**src/sv/dek_pkg.sv**
```systemverilog
package dek_pkg;

	// Longest long-form length field accepted, in bytes
	localparam int unsigned DEK_MAX_LEN_BYTES = 4;
	// Default depth of the result queue (at least 2)
	localparam int unsigned DEK_OUT_DEPTH = 4;
	// Elements of tbsCertificate skipped after the optional version
	localparam int unsigned DEK_TBS_SKIP_COUNT = 5;

	// DER tags and length-octet fields
	localparam logic [7:0] TAG_SEQUENCE   = 8'h30;
	localparam logic [7:0] TAG_VERSION    = 8'hA0;
	localparam logic [7:0] TAG_BIT_STRING = 8'h03;
	localparam logic [7:0] LEN_LONG_FORM  = 8'h80;
	localparam logic [7:0] UNUSED_BITS_OK = 8'h00;

	// Result kinds
	localparam logic KIND_KEY    = 1'b0;
	localparam logic KIND_STATUS = 1'b1;

	typedef enum logic [2:0] {
		PH_TAG,
		PH_FIRST_TAG,
		PH_LEN0,
		PH_LENN,
		PH_SKIP_VAL,
		PH_UNUSED,
		PH_KEY,
		PH_DONE
	} dek_phase_t;

	typedef enum logic [2:0] {
		EL_CERT,
		EL_TBS,
		EL_TBS_SKIP,
		EL_SPKI,
		EL_ALG,
		EL_BIT
	} dek_elem_t;

	typedef struct packed {
		logic        result_kind;
		logic [7:0]  key_byte;
		logic        success;
		logic [31:0] key_length;
		logic        run_last;
	} dek_result_t;

	// Up to two results per input byte; v1 is only set together with v0
	typedef struct packed {
		logic        v0;
		logic        v1;
		dek_result_t r0;
		dek_result_t r1;
	} dek_push_t;

endpackage

```
**src/sv/dek_in_if.sv**
```systemverilog
interface dek_in_if;
	logic       valid;
	logic       ready;
	logic [7:0] cert_byte;
	logic       cert_end;

	modport source (output valid, output cert_byte, output cert_end, input ready);
	modport sink (input valid, input cert_byte, input cert_end, output ready);
endinterface

```
**src/sv/dek_out_if.sv**
```systemverilog
interface dek_out_if;
	logic        valid;
	logic        ready;
	logic        result_kind;
	logic [7:0]  key_byte;
	logic        success;
	logic [31:0] key_length;
	logic        run_last;

	modport source (output valid, output result_kind, output key_byte, output success,
		output key_length, output run_last, input ready);
	modport sink (input valid, input result_kind, input key_byte, input success,
		input key_length, input run_last, output ready);
endinterface

```
**src/sv/dek_parser.sv**
```systemverilog
module dek_parser (
	input  logic               clk,
	input  logic               arst_n,
	input  logic               in_xfer,
	input  logic [7:0]         cert_byte,
	input  logic               cert_end,
	output dek_pkg::dek_push_t push
);
	import dek_pkg::*;

	dek_phase_t  phase_q, phase_n;
	dek_elem_t   elem_q, elem_n;
	logic [31:0] len_acc_q, len_acc_n;
	logic [2:0]  len_left_q, len_left_n;
	logic [2:0]  skip_cnt_q, skip_cnt_n;
	logic [31:0] cert_rem_q, cert_rem_n;
	logic [31:0] tbs_rem_q, tbs_rem_n;
	logic [31:0] spki_rem_q, spki_rem_n;
	logic [31:0] elem_rem_q, elem_rem_n;
	logic [31:0] key_cnt_q, key_cnt_n;
	logic        failed_q, failed_n;

	logic [1:0]  depth;
	logic        take_ok;
	logic        emit;
	logic        hdr_fire;
	logic [31:0] hdr_len;
	logic        hdr_fits;
	logic        elem_fin;
	logic [6:0]  n_len_bytes;
	logic        status_ok;
	dek_result_t key_res, status_res;

	// Nesting depth of the element whose header or value is being parsed
	function automatic logic [1:0] elem_depth(input dek_elem_t e);
		logic [1:0] d;
		unique case (e)
			EL_CERT:              d = 2'd0;
			EL_TBS:               d = 2'd1;
			EL_TBS_SKIP, EL_SPKI: d = 2'd2;
			default:              d = 2'd3;
		endcase
		return d;
	endfunction

	assign depth = elem_depth(elem_q);
	// Every enclosing container must still have room for this byte
	assign take_ok = !((depth >= 2'd1 && cert_rem_q == '0) ||
		(depth >= 2'd2 && tbs_rem_q == '0) ||
		(depth == 2'd3 && spki_rem_q == '0));
	assign n_len_bytes = cert_byte[6:0];

	// Next state for one byte
	always_comb begin
		phase_n    = phase_q;
		elem_n     = elem_q;
		len_acc_n  = len_acc_q;
		len_left_n = len_left_q;
		skip_cnt_n = skip_cnt_q;
		cert_rem_n = cert_rem_q;
		tbs_rem_n  = tbs_rem_q;
		spki_rem_n = spki_rem_q;
		elem_rem_n = elem_rem_q;
		key_cnt_n  = key_cnt_q;
		failed_n   = failed_q;
		emit       = 1'b0;
		hdr_fire   = 1'b0;
		hdr_len    = {24'd0, cert_byte};
		hdr_fits   = 1'b1;
		elem_fin   = 1'b0;

		if (!failed_q) begin
			if (phase_q == PH_DONE) begin
				// trailing bytes only run down the certificate
				if (cert_rem_q != '0)
					cert_rem_n = cert_rem_q - 32'd1;
			end else if (!take_ok) begin
				failed_n = 1'b1;
			end else begin
				if (depth >= 2'd1)
					cert_rem_n = cert_rem_q - 32'd1;
				if (depth >= 2'd2)
					tbs_rem_n = tbs_rem_q - 32'd1;
				if (depth == 2'd3)
					spki_rem_n = spki_rem_q - 32'd1;

				unique case (phase_q)
					PH_FIRST_TAG: begin
						if (cert_byte != TAG_VERSION)
							skip_cnt_n = skip_cnt_q + 3'd1;
						phase_n = PH_LEN0;
					end
					PH_TAG: begin
						phase_n = PH_LEN0;
						if (elem_q == EL_TBS_SKIP)
							skip_cnt_n = skip_cnt_q + 3'd1;
						else if (elem_q == EL_BIT) begin
							if (cert_byte != TAG_BIT_STRING)
								failed_n = 1'b1;
						end else if (elem_q != EL_ALG) begin
							if (cert_byte != TAG_SEQUENCE)
								failed_n = 1'b1;
						end
					end
					PH_LEN0: begin
						if (cert_byte < LEN_LONG_FORM) begin
							hdr_fire = 1'b1;
						end else if (n_len_bytes == '0 ||
							n_len_bytes > 7'(DEK_MAX_LEN_BYTES)) begin
							failed_n = 1'b1;
						end else begin
							len_left_n = n_len_bytes[2:0];
							len_acc_n  = '0;
							phase_n    = PH_LENN;
						end
					end
					PH_LENN: begin
						len_acc_n  = {len_acc_q[23:0], cert_byte};
						len_left_n = len_left_q - 3'd1;
						hdr_len    = {len_acc_q[23:0], cert_byte};
						if (len_left_n == '0)
							hdr_fire = 1'b1;
					end
					PH_SKIP_VAL: begin
						elem_rem_n = elem_rem_q - 32'd1;
						if (elem_rem_n == '0)
							elem_fin = 1'b1;
					end
					PH_UNUSED: begin
						if (cert_byte != UNUSED_BITS_OK)
							failed_n = 1'b1;
						else begin
							elem_rem_n = elem_rem_q - 32'd1;
							phase_n    = PH_KEY;
						end
					end
					PH_KEY: begin
						emit       = 1'b1;
						key_cnt_n  = key_cnt_q + 32'd1;
						elem_rem_n = elem_rem_q - 32'd1;
						if (elem_rem_n == '0)
							phase_n = PH_DONE;
					end
					PH_DONE: ;
				endcase

				// Declared length against room left in the immediate container
				unique case (depth)
					2'd0:    hdr_fits = 1'b1;
					2'd1:    hdr_fits = hdr_len <= cert_rem_n;
					2'd2:    hdr_fits = hdr_len <= tbs_rem_n;
					default: hdr_fits = hdr_len <= spki_rem_n;
				endcase

				// Header complete: open the element
				if (hdr_fire) begin
					if (!hdr_fits)
						failed_n = 1'b1;
					else begin
						unique case (elem_q)
							EL_CERT: begin
								cert_rem_n = hdr_len;
								elem_n     = EL_TBS;
								phase_n    = PH_TAG;
							end
							EL_TBS: begin
								tbs_rem_n = hdr_len;
								elem_n    = EL_TBS_SKIP;
								phase_n   = PH_FIRST_TAG;
							end
							EL_SPKI: begin
								spki_rem_n = hdr_len;
								elem_n     = EL_ALG;
								phase_n    = PH_TAG;
							end
							EL_BIT: begin
								if (hdr_len < 32'd2)
									failed_n = 1'b1;
								else begin
									elem_rem_n = hdr_len;
									phase_n    = PH_UNUSED;
								end
							end
							default: begin
								elem_rem_n = hdr_len;
								if (hdr_len == '0)
									elem_fin = 1'b1;
								else
									phase_n = PH_SKIP_VAL;
							end
						endcase
					end
				end

				// Skipped element done: pick the next one
				if (elem_fin) begin
					phase_n = PH_TAG;
					if (elem_q == EL_TBS_SKIP)
						elem_n = (skip_cnt_n >= 3'(DEK_TBS_SKIP_COUNT)) ? EL_SPKI : EL_TBS_SKIP;
					else
						elem_n = EL_BIT;
				end
			end
		end
	end

	// Results for the byte
	always_comb begin
		status_ok = !failed_n && phase_n == PH_DONE && cert_rem_n == '0;

		key_res.result_kind = KIND_KEY;
		key_res.key_byte    = cert_byte;
		key_res.success     = 1'b0;
		key_res.key_length  = '0;
		key_res.run_last    = 1'b0;

		status_res.result_kind = KIND_STATUS;
		status_res.key_byte    = '0;
		status_res.success     = status_ok;
		status_res.key_length  = key_cnt_n;
		status_res.run_last    = 1'b1;

		push.v0 = in_xfer && (emit || cert_end);
		push.v1 = in_xfer && emit && cert_end;
		push.r0 = emit ? key_res : status_res;
		push.r1 = status_res;
	end

	// State update; the last byte returns everything to reset
	always_ff @(posedge clk or negedge arst_n) begin
		if (!arst_n) begin
			phase_q    <= PH_TAG;
			elem_q     <= EL_CERT;
			len_acc_q  <= '0;
			len_left_q <= '0;
			skip_cnt_q <= '0;
			cert_rem_q <= '0;
			tbs_rem_q  <= '0;
			spki_rem_q <= '0;
			elem_rem_q <= '0;
			key_cnt_q  <= '0;
			failed_q   <= 1'b0;
		end else if (in_xfer) begin
			if (cert_end) begin
				phase_q    <= PH_TAG;
				elem_q     <= EL_CERT;
				len_acc_q  <= '0;
				len_left_q <= '0;
				skip_cnt_q <= '0;
				cert_rem_q <= '0;
				tbs_rem_q  <= '0;
				spki_rem_q <= '0;
				elem_rem_q <= '0;
				key_cnt_q  <= '0;
				failed_q   <= 1'b0;
			end else begin
				phase_q    <= phase_n;
				elem_q     <= elem_n;
				len_acc_q  <= len_acc_n;
				len_left_q <= len_left_n;
				skip_cnt_q <= skip_cnt_n;
				cert_rem_q <= cert_rem_n;
				tbs_rem_q  <= tbs_rem_n;
				spki_rem_q <= spki_rem_n;
				elem_rem_q <= elem_rem_n;
				key_cnt_q  <= key_cnt_n;
				failed_q   <= failed_n;
			end
		end
	end

endmodule

```
**src/sv/dek_out_queue.sv**
```systemverilog
module dek_out_queue #(
	parameter int unsigned DEPTH = dek_pkg::DEK_OUT_DEPTH
) (
	input  logic               clk,
	input  logic               arst_n,
	input  dek_pkg::dek_push_t push,
	output logic               can_take,
	dek_out_if.source          result
);
	import dek_pkg::*;

	localparam int unsigned PTR_W = (DEPTH > 1) ? $clog2(DEPTH) : 1;
	localparam int unsigned CNT_W = $clog2(DEPTH + 1);

	dek_result_t      mem_q [DEPTH];
	logic [PTR_W-1:0] wr_ptr_q, rd_ptr_q, wr_ptr_1;
	logic [CNT_W-1:0] count_q;
	logic             pop;
	dek_result_t      head;

	function automatic logic [PTR_W-1:0] ptr_inc(input logic [PTR_W-1:0] p);
		return (p == PTR_W'(DEPTH - 1)) ? '0 : p + 1'b1;
	endfunction

	assign wr_ptr_1 = ptr_inc(wr_ptr_q);
	assign pop      = result.valid && result.ready;
	// Room for the worst case of two results from one byte
	assign can_take = count_q <= CNT_W'(DEPTH - 2);

	// Head of queue drives the output channel
	assign head               = mem_q[rd_ptr_q];
	assign result.valid       = count_q != '0;
	assign result.result_kind = head.result_kind;
	assign result.key_byte    = head.key_byte;
	assign result.success     = head.success;
	assign result.key_length  = head.key_length;
	assign result.run_last    = head.run_last;

	// Storage
	always_ff @(posedge clk) begin
		if (push.v0)
			mem_q[wr_ptr_q] <= push.r0;
		if (push.v1)
			mem_q[wr_ptr_1] <= push.r1;
	end

	// Pointers and fill level
	always_ff @(posedge clk or negedge arst_n) begin
		if (!arst_n) begin
			wr_ptr_q <= '0;
			rd_ptr_q <= '0;
			count_q  <= '0;
		end else begin
			if (push.v1)
				wr_ptr_q <= ptr_inc(wr_ptr_1);
			else if (push.v0)
				wr_ptr_q <= wr_ptr_1;
			if (pop)
				rd_ptr_q <= ptr_inc(rd_ptr_q);
			count_q <= count_q + CNT_W'(push.v0) + CNT_W'(push.v1) - CNT_W'(pop);
		end
	end

endmodule

```
**src/sv/der_cert_ec_key_extractor.sv**
```systemverilog
// Streams a DER X.509 certificate in, one byte per transfer on cert, and hands out
// the subject's EC public key on result: one key-byte item (result_kind 0) per key
// byte as it passes, then on the byte marked cert_end one status item (result_kind 1,
// run_last 1) with success and the number of key bytes sent. Key bytes are
// provisional until the status item says success. Each byte is parsed as it is
// transferred and its results are registered in the result queue, whose head drives
// result. A byte is taken in every cycle in which the result queue (OUT_DEPTH
// entries) holds at most OUT_DEPTH-2 results, so both results of one byte always
// fit. The queue drains one result per cycle while the sink is ready; with OUT_DEPTH
// of at least 4 and a sink that is always ready it never holds more than two results,
// so bytes flow back to back with no stall, the byte that carries both the last key
// byte and cert_end included. At such depths only a stalled sink holds the input off.
module der_cert_ec_key_extractor #(
	parameter int unsigned OUT_DEPTH = dek_pkg::DEK_OUT_DEPTH
) (
	input logic       clk,
	input logic       arst_n,
	dek_in_if.sink    cert,
	dek_out_if.source result
);
	import dek_pkg::*;

	logic      in_xfer;
	logic      can_take;
	dek_push_t push;

	// Input handshake
	assign cert.ready = can_take;
	assign in_xfer    = cert.valid && can_take;

	dek_parser u_parser (
		.clk       (clk),
		.arst_n    (arst_n),
		.in_xfer   (in_xfer),
		.cert_byte (cert.cert_byte),
		.cert_end  (cert.cert_end),
		.push      (push)
	);

	dek_out_queue #(
		.DEPTH (OUT_DEPTH)
	) u_queue (
		.clk      (clk),
		.arst_n   (arst_n),
		.push     (push),
		.can_take (can_take),
		.result   (result)
	);

endmodule
```
**src/flat_wrapper.sv**
```systemverilog
// flat-port wrapper written by rule: the top's interface ports become plain ports
module der_cert_ec_key_extractor_flat import dek_pkg::*;
#(
	parameter int unsigned OUT_DEPTH = dek_pkg::DEK_OUT_DEPTH
)
  (clk, arst_n, cert_valid, cert_cert_byte, cert_cert_end, cert_ready, result_valid, result_result_kind, result_key_byte, result_success, result_key_length, result_run_last, result_ready);
  dek_in_if cert_i ();
  dek_out_if result_i ();
  input logic clk;
  input logic arst_n;
  input wire logic [$bits(cert_i.valid)-1:0] cert_valid;
  input wire logic [$bits(cert_i.cert_byte)-1:0] cert_cert_byte;
  input wire logic [$bits(cert_i.cert_end)-1:0] cert_cert_end;
  output wire logic [$bits(cert_i.ready)-1:0] cert_ready;
  output wire logic [$bits(result_i.valid)-1:0] result_valid;
  output wire logic [$bits(result_i.result_kind)-1:0] result_result_kind;
  output wire logic [$bits(result_i.key_byte)-1:0] result_key_byte;
  output wire logic [$bits(result_i.success)-1:0] result_success;
  output wire logic [$bits(result_i.key_length)-1:0] result_key_length;
  output wire logic [$bits(result_i.run_last)-1:0] result_run_last;
  input wire logic [$bits(result_i.ready)-1:0] result_ready;
  assign cert_i.valid = cert_valid;
  assign cert_i.cert_byte = cert_cert_byte;
  assign cert_i.cert_end = cert_cert_end;
  assign cert_ready = cert_i.ready;
  assign result_valid = result_i.valid;
  assign result_result_kind = result_i.result_kind;
  assign result_key_byte = result_i.key_byte;
  assign result_success = result_i.success;
  assign result_key_length = result_i.key_length;
  assign result_run_last = result_i.run_last;
  assign result_i.ready = result_ready;
  der_cert_ec_key_extractor #(.OUT_DEPTH(OUT_DEPTH)) u_core (.clk(clk), .arst_n(arst_n), .cert(cert_i), .result(result_i));
endmodule
```
**config.mk**
```make
export PLATFORM = sky130hd
export DESIGN_NAME = der_cert_ec_key_extractor_flat
export DESIGN_NICKNAME = d
export VERILOG_FILES = /design/src/sv/dek_pkg.sv /design/src/sv/dek_in_if.sv /design/src/sv/dek_out_if.sv /design/src/sv/dek_parser.sv /design/src/sv/dek_out_queue.sv /design/src/sv/der_cert_ec_key_extractor.sv /design/src/flat_wrapper.sv
export SDC_FILE = /design/constraint.sdc
export NUM_CORES = 1
export LEC_CHECK = 0
export BUFFER_PORTS_ARGS = -buffer_cell sky130_fd_sc_hd__buf_2
export CAP_MARGIN = 20
export CORE_ASPECT_RATIO = 0.6
export CORE_MARGIN = 4
export CORE_UTILIZATION = 30
export CTS_CLUSTER_SIZE = 24
export DETAILED_ROUTE_END_ITERATION = 10
export PLACE_DENSITY_LB_ADDON = 0.15
export SLEW_MARGIN = 20
export SYNTH_ARGS = -nofsm -noshare
export SYNTH_HDL_FRONTEND = slang
export SYNTH_SLANG_ARGS = --single-unit
```
**constraint.sdc**
```tcl
create_clock -name clk -period 7.7 [get_ports clk]
set_clock_uncertainty 0.05 [all_clocks]
set_input_delay 1.54 -clock clk [delete_from_list [all_inputs] [get_ports clk]]
set_output_delay 1.54 -clock clk [all_outputs]
set_load 0.1 [all_outputs]
```
Word-level counts from Yosys, hierarchy flattened. Memory sizes are Yosys's and may differ from the RTL's. Cells that the tools add are included.

Output and inout bits: 45. Logic and storage cells: 261. Input port bits: 13. Register bits after elaboration: 204. Bits in writable memories: 172. Memories kept: 1.

Memory list: u_core.u_queue.mem_q (words 4, bits a word 43, rd ports 1, clocked after Yosys merged registers in 0, write ports 2, RTL line dek_out_queue.sv:15) `dek_result_t mem_q [DEPTH];`.

Magnitude comparators: 10. Multiplexer cells: 153. Add/sub/neg operators: 13. Reductions and logical operators: 43. Eq/ne operators: 27.

Operator list (number): $mux 32 (51); $logic_not 32->1 (6); $mux 24 (6); $pmux 32 s2 (2); $sub 32x1->32 const B (4); $mux 3 (36); $le 32x32->1 (3); $pmux 24 s2 (1); $mux 43 (1); $mux 1 (42); $add 32x1->32 const B (1); $lt 32x2->1 const B (1); $reduce_bool 32->1 (1); $eq 3x3->1 const B (6); $pmux 3 s3 (2); $reduce_and 7->1 (2); $eq 3x2->1 const B (4); $pmux 3 s2 (2); $pmux 3 s4 (1); $reduce_bool 3->1 (4); $eq 2x2->1 const B (5); $logic_and 1x1->1 (10); $mux 2 (5); $logic_not 3->1 (3); other kinds (32) (47).

Logic depth before layout (Yosys ltp). Gate-level depths: netlist of the first run.

Depth after elaboration: 28. Depth in mapped cells: 26.

Hierarchy. A second synthesis of the first run with hierarchy kept.

Cell total of the unflattened synthesis: 2825. Area total of the unflattened synthesis: 26914.6 um2.

Modules (own cells, without submodules): dek_parser (cells each 2356, seq. area each 4929.7 um2, times used 1, area each 17962.2 um2); dek_out_queue (cells each 468, seq. area each 5340.1 um2, times used 1, area each 8946.1 um2); der_cert_ec_key_extractor (cells each 1, seq. area each 0.0 um2, times used 1, area each 6.3 um2).

Worst setup path before layout of the first run. No wires, ideal clock.

Kind: reg2reg. Start point: register u_core.u_parser.spki_rem_q[3]. End point: memory u_core.u_queue.mem_q[0][33] (netlist bit), data pin. Data arrival time: 5.951 ns. Stages on the path, launching flop included: 26. Setup slack: 1.523 ns. Period minus slack after synthesis: 6.177 ns. Cell sequence: dfrtp_1 > or3_1 > or3_1 > nand2b_1 > or4_1 > clkbuf_1 > nor2_1 > nand2_1 > or3_1 > clkbuf_1 > nor4_1 > xnor2_1 > ha_1 > nand4_1 > nor4_1 > nand2_1 > o311ai_0 > o221a_2 > nand2b_1 > clkbuf_1 > nor2_1 > buf_2 > o211a_1 > nor4_2 > nand4_1 > nor4_1.

RTL lines: start: declaration (RTL line dek_parser.sv:18) `logic [31:0] spki_rem_q, spki_rem_n;`; start signal: assignment (RTL line dek_parser.sv:264) `spki_rem_q <= spki_rem_n;`; end: declaration (RTL line dek_out_queue.sv:15).

==> flow_metrics.tcl, run 1 <==
set metrics [dict create \
    status "complete, no violations" \
    max-cap-violations 0 \
    place_ws_ns 0.544 \
    cts-root-buf "clkbuf_16" \
    synth_cell_types 86 \
    die_y_microns 230 \
    max_freq_mhz 137 \
    worstPathMaxFanout 13 \
    cts_buffer_depth 3 \
    vdd_drop_max_mv 0.299 \
    startpoint_type "register" \
    viasPerCell 5.86 \
    place_congestion 0.997 \
    nets 2954 \
    htree_levels 2 \
    initial_core_util_pct 30.6 \
    crit_slowest_cell "o31ai_2" \
    die_area_sq_um 86600 \
    die_w_microns 377 \
    fp-row-count 80 \
    tritoncts "built" \
    cp.required_ns 8.07 \
    antenna_found_initial 6 \
    clkSinkCount 372 \
    post-route-drc-count 0 \
    overflow 0 \
    grt_pass1_wl_mm 152 \
    fin_crit_ns 7.27 \
    wire_per_inst_microns 26.5 \
    worst_path_most_repeated_cell "nand2_1" \
    finalCritPeriodShare_pct 94.5 \
    post-cts-setup-buffer-count 0 \
    clk_latency_ns 0.62 \
    synth_seq_area_share_pct 39.9 \
    power.density_nw_per_um2 485 \
    rsz0062_at_grt "false" \
    power.leakage_nw 11.2 \
    synth.cell_area_sq_um 24600 \
    ios 58 \
    clk_pin_slew_ns 0.07 \
    hold_path.class "reg2reg" \
    synth-seq-cells 372 \
    synthesis.nets 2945 \
    grtUsageTotal_pct 23.5 \
    dr.pass1.iters 6 \
    numCtsBuffers 43 \
    relSlewSlack_pct 20.5 \
    numPortBuffers 57 \
    grt_pass1_vias 21565 \
    grt_max_degree 131 \
    arrival_ns 7.64 \
    end_kind "register" \
    path_class "reg2reg" \
    drt-initial-drc-count 3000 \
    setup_viol 0 \
    multiInputGateArea_sq_um 13800 \
    worst_pin_slew_ns 1.19 \
    synthCells 2818 \
    power_mw 13.6 \
    setup_tns_ns 0 \
    postRouteAntennaNets 0 \
    drv_slew 0 \
    layout-drive-gt1-share_pct 11.6 \
    seq_area_sq_um 9790 \
    crit_chain "or4_1 -> nor4_1 -> nand4_1 -> nor3_1 -> nand2_1 -> xor2_1 -> ha_1 -> nand2_1 -> o21ai_0 -> a21o_1 -> a211o_1 -> a21oi_1 -> o21ai_0 -> o31ai_2 -> nand2_1 -> and3_1 -> nor3_1 -> a31oi_1 -> nor4_1" \
    hpwl_mm 76.1 \
    synth_edf_count 132 \
    fillers 8272 \
    yosys_warnings 0 \
    finalHoldViolations 0 \
    synth_area_per_cell_sq_um 8.71 \
    synth_top_flop_cell "dfrtp_1" \
    cpPeakStageDelay_ns 0.98 \
    fin_ws_ns 0.425 \
    async_reset_ff_share_pct 54.8 \
    rrSetupSlack_ns 0.43 \
    area_growth_pct 14.0 \
    routed_wl_mm 104 \
    num_vias 23042 \
    placeableCoreArea_sq_um 80300 \
]
==> placed cells by master (no fill, tap or decap), drive strengths merged, types with 53 or more instances in the layout <==
master	n
ha	112
nor3	87
buf	175
xnor2	99
dfrtp	204
nand2	339
nor2	361
inv	86
edfxtp	132
a22o	53
clkbuf	55
o21ai	231
nor4	68
a21oi	177
==> worst max-delay path, delay by kind of cell, from the launching register on <==
| family | cells | cell delay (ns) |
|---|---|---|
| compound gates | 7 | 2.36 |
| xor+xnor | 1 | 0.27 |
| simple gates | 10 | 3.61 |
| flops | 1 | 0.51 |
| fa+ha+maj | 1 | 0.28 |
==> worst paths after layout <==
kind / start / endpoint / depth (start not counted)
min in group asynchronous: arst_n / u_core.u_parser.spki_rem_q[28] / 1
setup reg to reg: u_core.u_parser.cert_rem_q[15] / u_core.u_queue.mem_q[1][33] / 19
setup / recovery: u_core.u_parser.cert_rem_q[15] / u_core.u_queue.mem_q[1][33] / 19
hold / removal: u_core.u_queue.mem_q[1][0] / u_core.u_queue.mem_q[1][0] / 2
max in group asynchronous: arst_n / u_core.u_parser.key_cnt_q[18] / 2
hold reg to reg: u_core.u_queue.mem_q[1][0] / u_core.u_queue.mem_q[1][0] / 2
==> kinds of logic after synthesis <==
logic type / Yosys count / synth area share (%)
and+or+nand+nor: 1101 / 21.0
AOI/OAI and AO/OA: 735 / 19.0
DFF: 372 / 39.9
buffers and inverters: 295 / 4.58
xor gates and xnor gates: 148 / 5.39
adders and majority gates: 114 / 5.87
muxes: 53 / 4.32
==> where the power goes <==
group	switching [mW]	internal, mW	leakage, nW	total, mW
sequential	0.581	2.46	4.34	3.04
combinational	5.70	2.56	6.16	8.26
clock	0.964	1.30	0.737	2.27
==> state kept, by name, indices dropped and copies added, names as in the netlist, 24 cells and up <==
register and count:
u_core.u_queue.mem_q 168, u_core.u_parser.cert_rem_q 32, u_core.u_parser.elem_rem_q 32, u_core.u_parser.key_cnt_q 32, u_core.u_parser.spki_rem_q 32, u_core.u_parser.tbs_rem_q 32, u_core.u_parser.len_acc_q 24
==> cells in the mapped netlist (all sizes together), types with 9 or more instances <==
| cell | instances | share of area [%] |
|---|---|---|
| a211oi | 14 | 0.43 |
| o211ai | 9 | 0.28 |
| nor4 | 68 | 1.9 |
| or3 | 25 | 0.64 |
| a22oi | 22 | 0.67 |
| o22ai | 46 | 1.2 |
| xnor2 | 99 | 3.5 |
| or4 | 20 | 0.63 |
| nand2 | 339 | 5.2 |
| edfxtp | 132 | 16 |
| nor2 | 361 | 5.5 |
| a32o | 19 | 0.77 |
| o21a | 17 | 0.52 |
| a31oi | 19 | 0.48 |
| inv | 83 | 1.3 |
| a21oi | 177 | 3.6 |
| xor2 | 47 | 1.7 |
| nor2b | 14 | 0.36 |
| nor3 | 87 | 1.8 |
| o21ai | 231 | 4.7 |
| a22o | 53 | 1.9 |
| nand3 | 41 | 0.84 |
| nand4 | 42 | 1.1 |
| buf | 30 | 0.53 |
| o31ai | 28 | 0.88 |
| ha | 112 | 5.7 |
| and3 | 22 | 0.56 |
| dfxtp | 36 | 2.9 |
| a21o | 18 | 0.55 |
| dfrtp | 204 | 21 |
| o32ai | 13 | 0.46 |
| mux4 | 42 | 3.9 |
| nand2b | 15 | 0.38 |
| and2 | 15 | 0.38 |
| clkbuf | 181 | 2.8 |
==> timing repair <==
action | in CTS | in global routing
setup endpoints to repair | 0 | 4
hold endpoints to repair | 0 | 0
gates resized for setup | 0 | 2
hold buffers | 0 | 0
==> per-layer routing <==
metal	vias to the layer above	global-route usage [%]	routed length (microns)
met3	88	8.27	12900
met4	0	3.77	1430
met5	-	0	0
met2	1161	28.6	37200
met1	11482	38.6	52400
li1	10311	-	-
==> per-stage QoR <==
step	hold slack (ns)	instances	area [sq um]	utilization, %
final	0.390	3931	28000	34.9
after CTS	0.391	3928	28000	34.8
after floorplan	0.368	2818	24600	-
after global placement	0.380	3848	26400	32.9
after global routing	0.431	3928	28000	34.9
after detailed placement	0.382	3848	26500	32.9
==> final cells by class <==
class | count | area share (%)
well taps | 1066 | 4.76
clock inverters | 25 | 1.22
clock buffers | 55 | 4.22
multi-input cells | 2151 | 49.3
diodes | 3 | 0.0268
flip-flops and latches | 372 | 35.0
inverters | 84 | 1.13
repair buffers | 175 | 4.35
(Power assumes the default switching activity.)
==> run 2, diff against run 1 <==
==> constraint.sdc (replaced) <==
create_clock -name clk -period 5.93 [get_ports clk]
set_clock_uncertainty 0.05 [all_clocks]
set_input_delay 1.186 -clock clk [delete_from_list [all_inputs] [get_ports clk]]
set_output_delay 1.186 -clock clk [all_outputs]
set_load 0.1 [all_outputs]
==> run 2 against run 1 <==
Net effect:
- the flow now finishes with violations (setup timing)
- clock power rose by 17%
- via count rose by 3.2%
- final cell count rose by 5.8%
- sequential power rose by 25%
- combinational power rose by 59%
- global-route usage rose by 0.49 points
- total power rose by 44%
- sequential share of layout area fell by 2.7 points
- die area did not move
- critical endpoint is now u_core.u_queue.mem_q[2][33]
- largest power group unchanged
==> flow_metrics.tcl, run 2 (synthesis gave the netlist of run 1 again) <==
set metrics [dict create \
    arrival_ns 6.51 \
    startpoint "u_core.u_parser.spki_rem_q[3]" \
    worst_pin_slew_ns 1.22 \
    numPortBuffers 57 \
    fin_ws_ns -0.200 \
    hpwl_mm 79.1 \
    end_kind "register" \
    status "finished with violations" \
    clk_latency_ns 0.63 \
    cpPeakStageDelay_ns 0.54 \
    dr.pass1.iters 5 \
    grt_max_degree 81 \
    vdd_drop_max_mv 0.424 \
    die_y_microns 230 \
    tritoncts "built" \
    violations "setup timing" \
    relSlewSlack_pct 17.9 \
    max-cap-violations 0 \
    drv_slew 0 \
    initial_core_util_pct 30.6 \
    path_class "reg2reg" \
    fillers 8096 \
    multiInputGateArea_sq_um 14300 \
    die_w_microns 377 \
    crit_slowest_cell "or4b_4" \
    r2r_start "u_core.u_parser.spki_rem_q[3]" \
    cp.required_ns 6.31 \
    ios 58 \
    postRouteAntennaNets 0 \
    setup_viol 4 \
    largest_reg_flops 168 \
    crit_family "simple AND/OR/NAND/NOR gates" \
    top_register "u_core.u_queue.mem_q" \
    place_ws_ns -0.713 \
    cts_buffer_depth 3 \
    final_common_cell "nor2_1" \
    fin_crit_ns 6.13 \
    grtUsageTotal_pct 24.0 \
    design_area_sq_um 30300 \
    power_mw 19.6 \
    worst-path-buf-inv 1 \
    die_area_sq_um 86600 \
    cp.depth 22 \
    rsz0062_at_grt "true" \
    fp-row-count 80 \
    area_growth_pct 23.4 \
    worstPathMaxFanout 5 \
    crit_chain "or3_4 -> or3_4 -> nand2b_4 -> or4_4 -> nor2_4 -> nand2_2 -> or3_4 -> nor4_4 -> xnor2_2 -> ha_1 -> nand4_1 -> nor4_4 -> nand2_2 -> o311ai_2 -> o221a_2 -> nand2b_4 -> buf_6 -> o31ai_4 -> a211oi_2 -> o21ai_2 -> or4b_4 -> nor4_4" \
    grt_pass1_wl_mm 155 \
    finalCritPeriodShare_pct 103 \
    viasPerCell 5.72 \
    num_vias 23782 \
    antenna_found_initial 5 \
    place_congestion 0.972 \
    dpl_cell_area_sq_um 28300 \
    hold_path.class "reg2reg" \
    cts-root-buf "clkbuf_16" \
    placeableCoreArea_sq_um 80300 \
    finalHoldViolations 0 \
    layout.cells.non_filler 4158 \
    routed_wl_mm 107 \
    nets 3188 \
    wire_per_inst_microns 25.6 \
    startpoint_type "register" \
    post-route-drc-count 0 \
    rrSetupSlack_ns -0.20 \
    numCtsBuffers 42 \
    final_cell_mix "nor2_1 (353), nand2_1 (329), buf_4 (325)" \
    layout-drive-gt1-share_pct 20.5 \
    grt_pass1_vias 22518 \
    power.leakage_nw 12.5 \
    power.density_nw_per_um2 647 \
    r2r_end "u_core.u_queue.mem_q[2][33]" \
    seq_area_sq_um 9790 \
    endpoint "u_core.u_queue.mem_q[2][33]" \
    max_freq_mhz 163 \
    overflow 0 \
    clkSinkCount 372 \
    dp_cells 4063 \
    clk_pin_slew_ns 0.06 \
    drt-initial-drc-count 2875 \
    htree_levels 2 \
    rr_worst_depth 22 \
]
[run 2: cell types whose count changed in the layout (fill, tap and decap cells not counted), sizes merged]
cell,before,now
diode,3,1
nor2,361,362
inv,86,85
buf,175,409
clkinvlp,2,1
bufinv,6,2
[run 2: worst min-delay path by stage]
stage,startpoint,endpoint,slack (ns),cells past startpoint
floorplan,u_core.u_queue.mem_q[1][0],u_core.u_queue.mem_q[1][0],0.37,2
global placement,u_core.u_queue.mem_q[1][0],u_core.u_queue.mem_q[1][0],0.38,2
detailed placement,u_core.u_queue.mem_q[1][0],u_core.u_queue.mem_q[1][0],0.39,2
CTS,u_core.u_queue.mem_q[1][0],u_core.u_queue.mem_q[1][0],0.40,2
global route,u_core.u_queue.mem_q[2][0],u_core.u_queue.mem_q[2][0],0.41,2
finish,u_core.u_queue.mem_q[0][0],u_core.u_queue.mem_q[0][0],0.39,2
[run 2: routing by layer]
| metal | vias up | global-route usage [%] | wire (microns) |
|---|---|---|---|
| li1 | 10775 | - | - |
| met1 | 11734 | 37.5 | 52000 |
| met2 | 1116 | 29.1 | 38100 |
| met3 | 151 | 10.2 | 13600 |
| met4 | 6 | 5.75 | 2520 |
| met5 | - | 2.55 | 301 |
[run 2: power breakdown]
group / switching [mW] / total [mW] / internal (mW)
Clock: 1.21 / 2.65 / 1.44
Sequential: 0.614 / 3.81 / 3.20
Combinational: 8.29 / 13.1 / 4.84
Total: 10.1 / 19.6 / 9.48
[run 2: repair_timing]
item,CTS,global route
pin swaps,19,19
hold buffers,0,0
setup endpoints to repair,79,60
resized for setup,57,35
cloned,1,0
setup buffers,6,13
[run 2: tightest hold or removal path: cells and delay by family, from the launching register on]
kind	cells	cell delay [ns]
flops	1	0.31
simple gates	2	0.09
[run 2: cell type report]
cell class              count  share of cell area (%)
multi-input cells        2152                    47.2
flip-flops and latches    372                    32.3
repair buffers            409                    10.7
well taps                1066                    4.40
clock buffers              55                    3.70
inverters                  84                    1.04
clock inverters            19                   0.723
diodes                      1                 0.00826
[run 2: per-stage QoR]
step | TNS (ns) | util, % | hold slack [ns]
after floorplan | 0 | - | 0.368
after global placement | -19.92 | 35.3 | 0.380
after detailed placement | -10.81 | 35.3 | 0.387
after CTS | -0.0314 | 37.4 | 0.396
after global routing | -1.51 | 37.7 | 0.414
final | -0.583 | 37.8 | 0.393
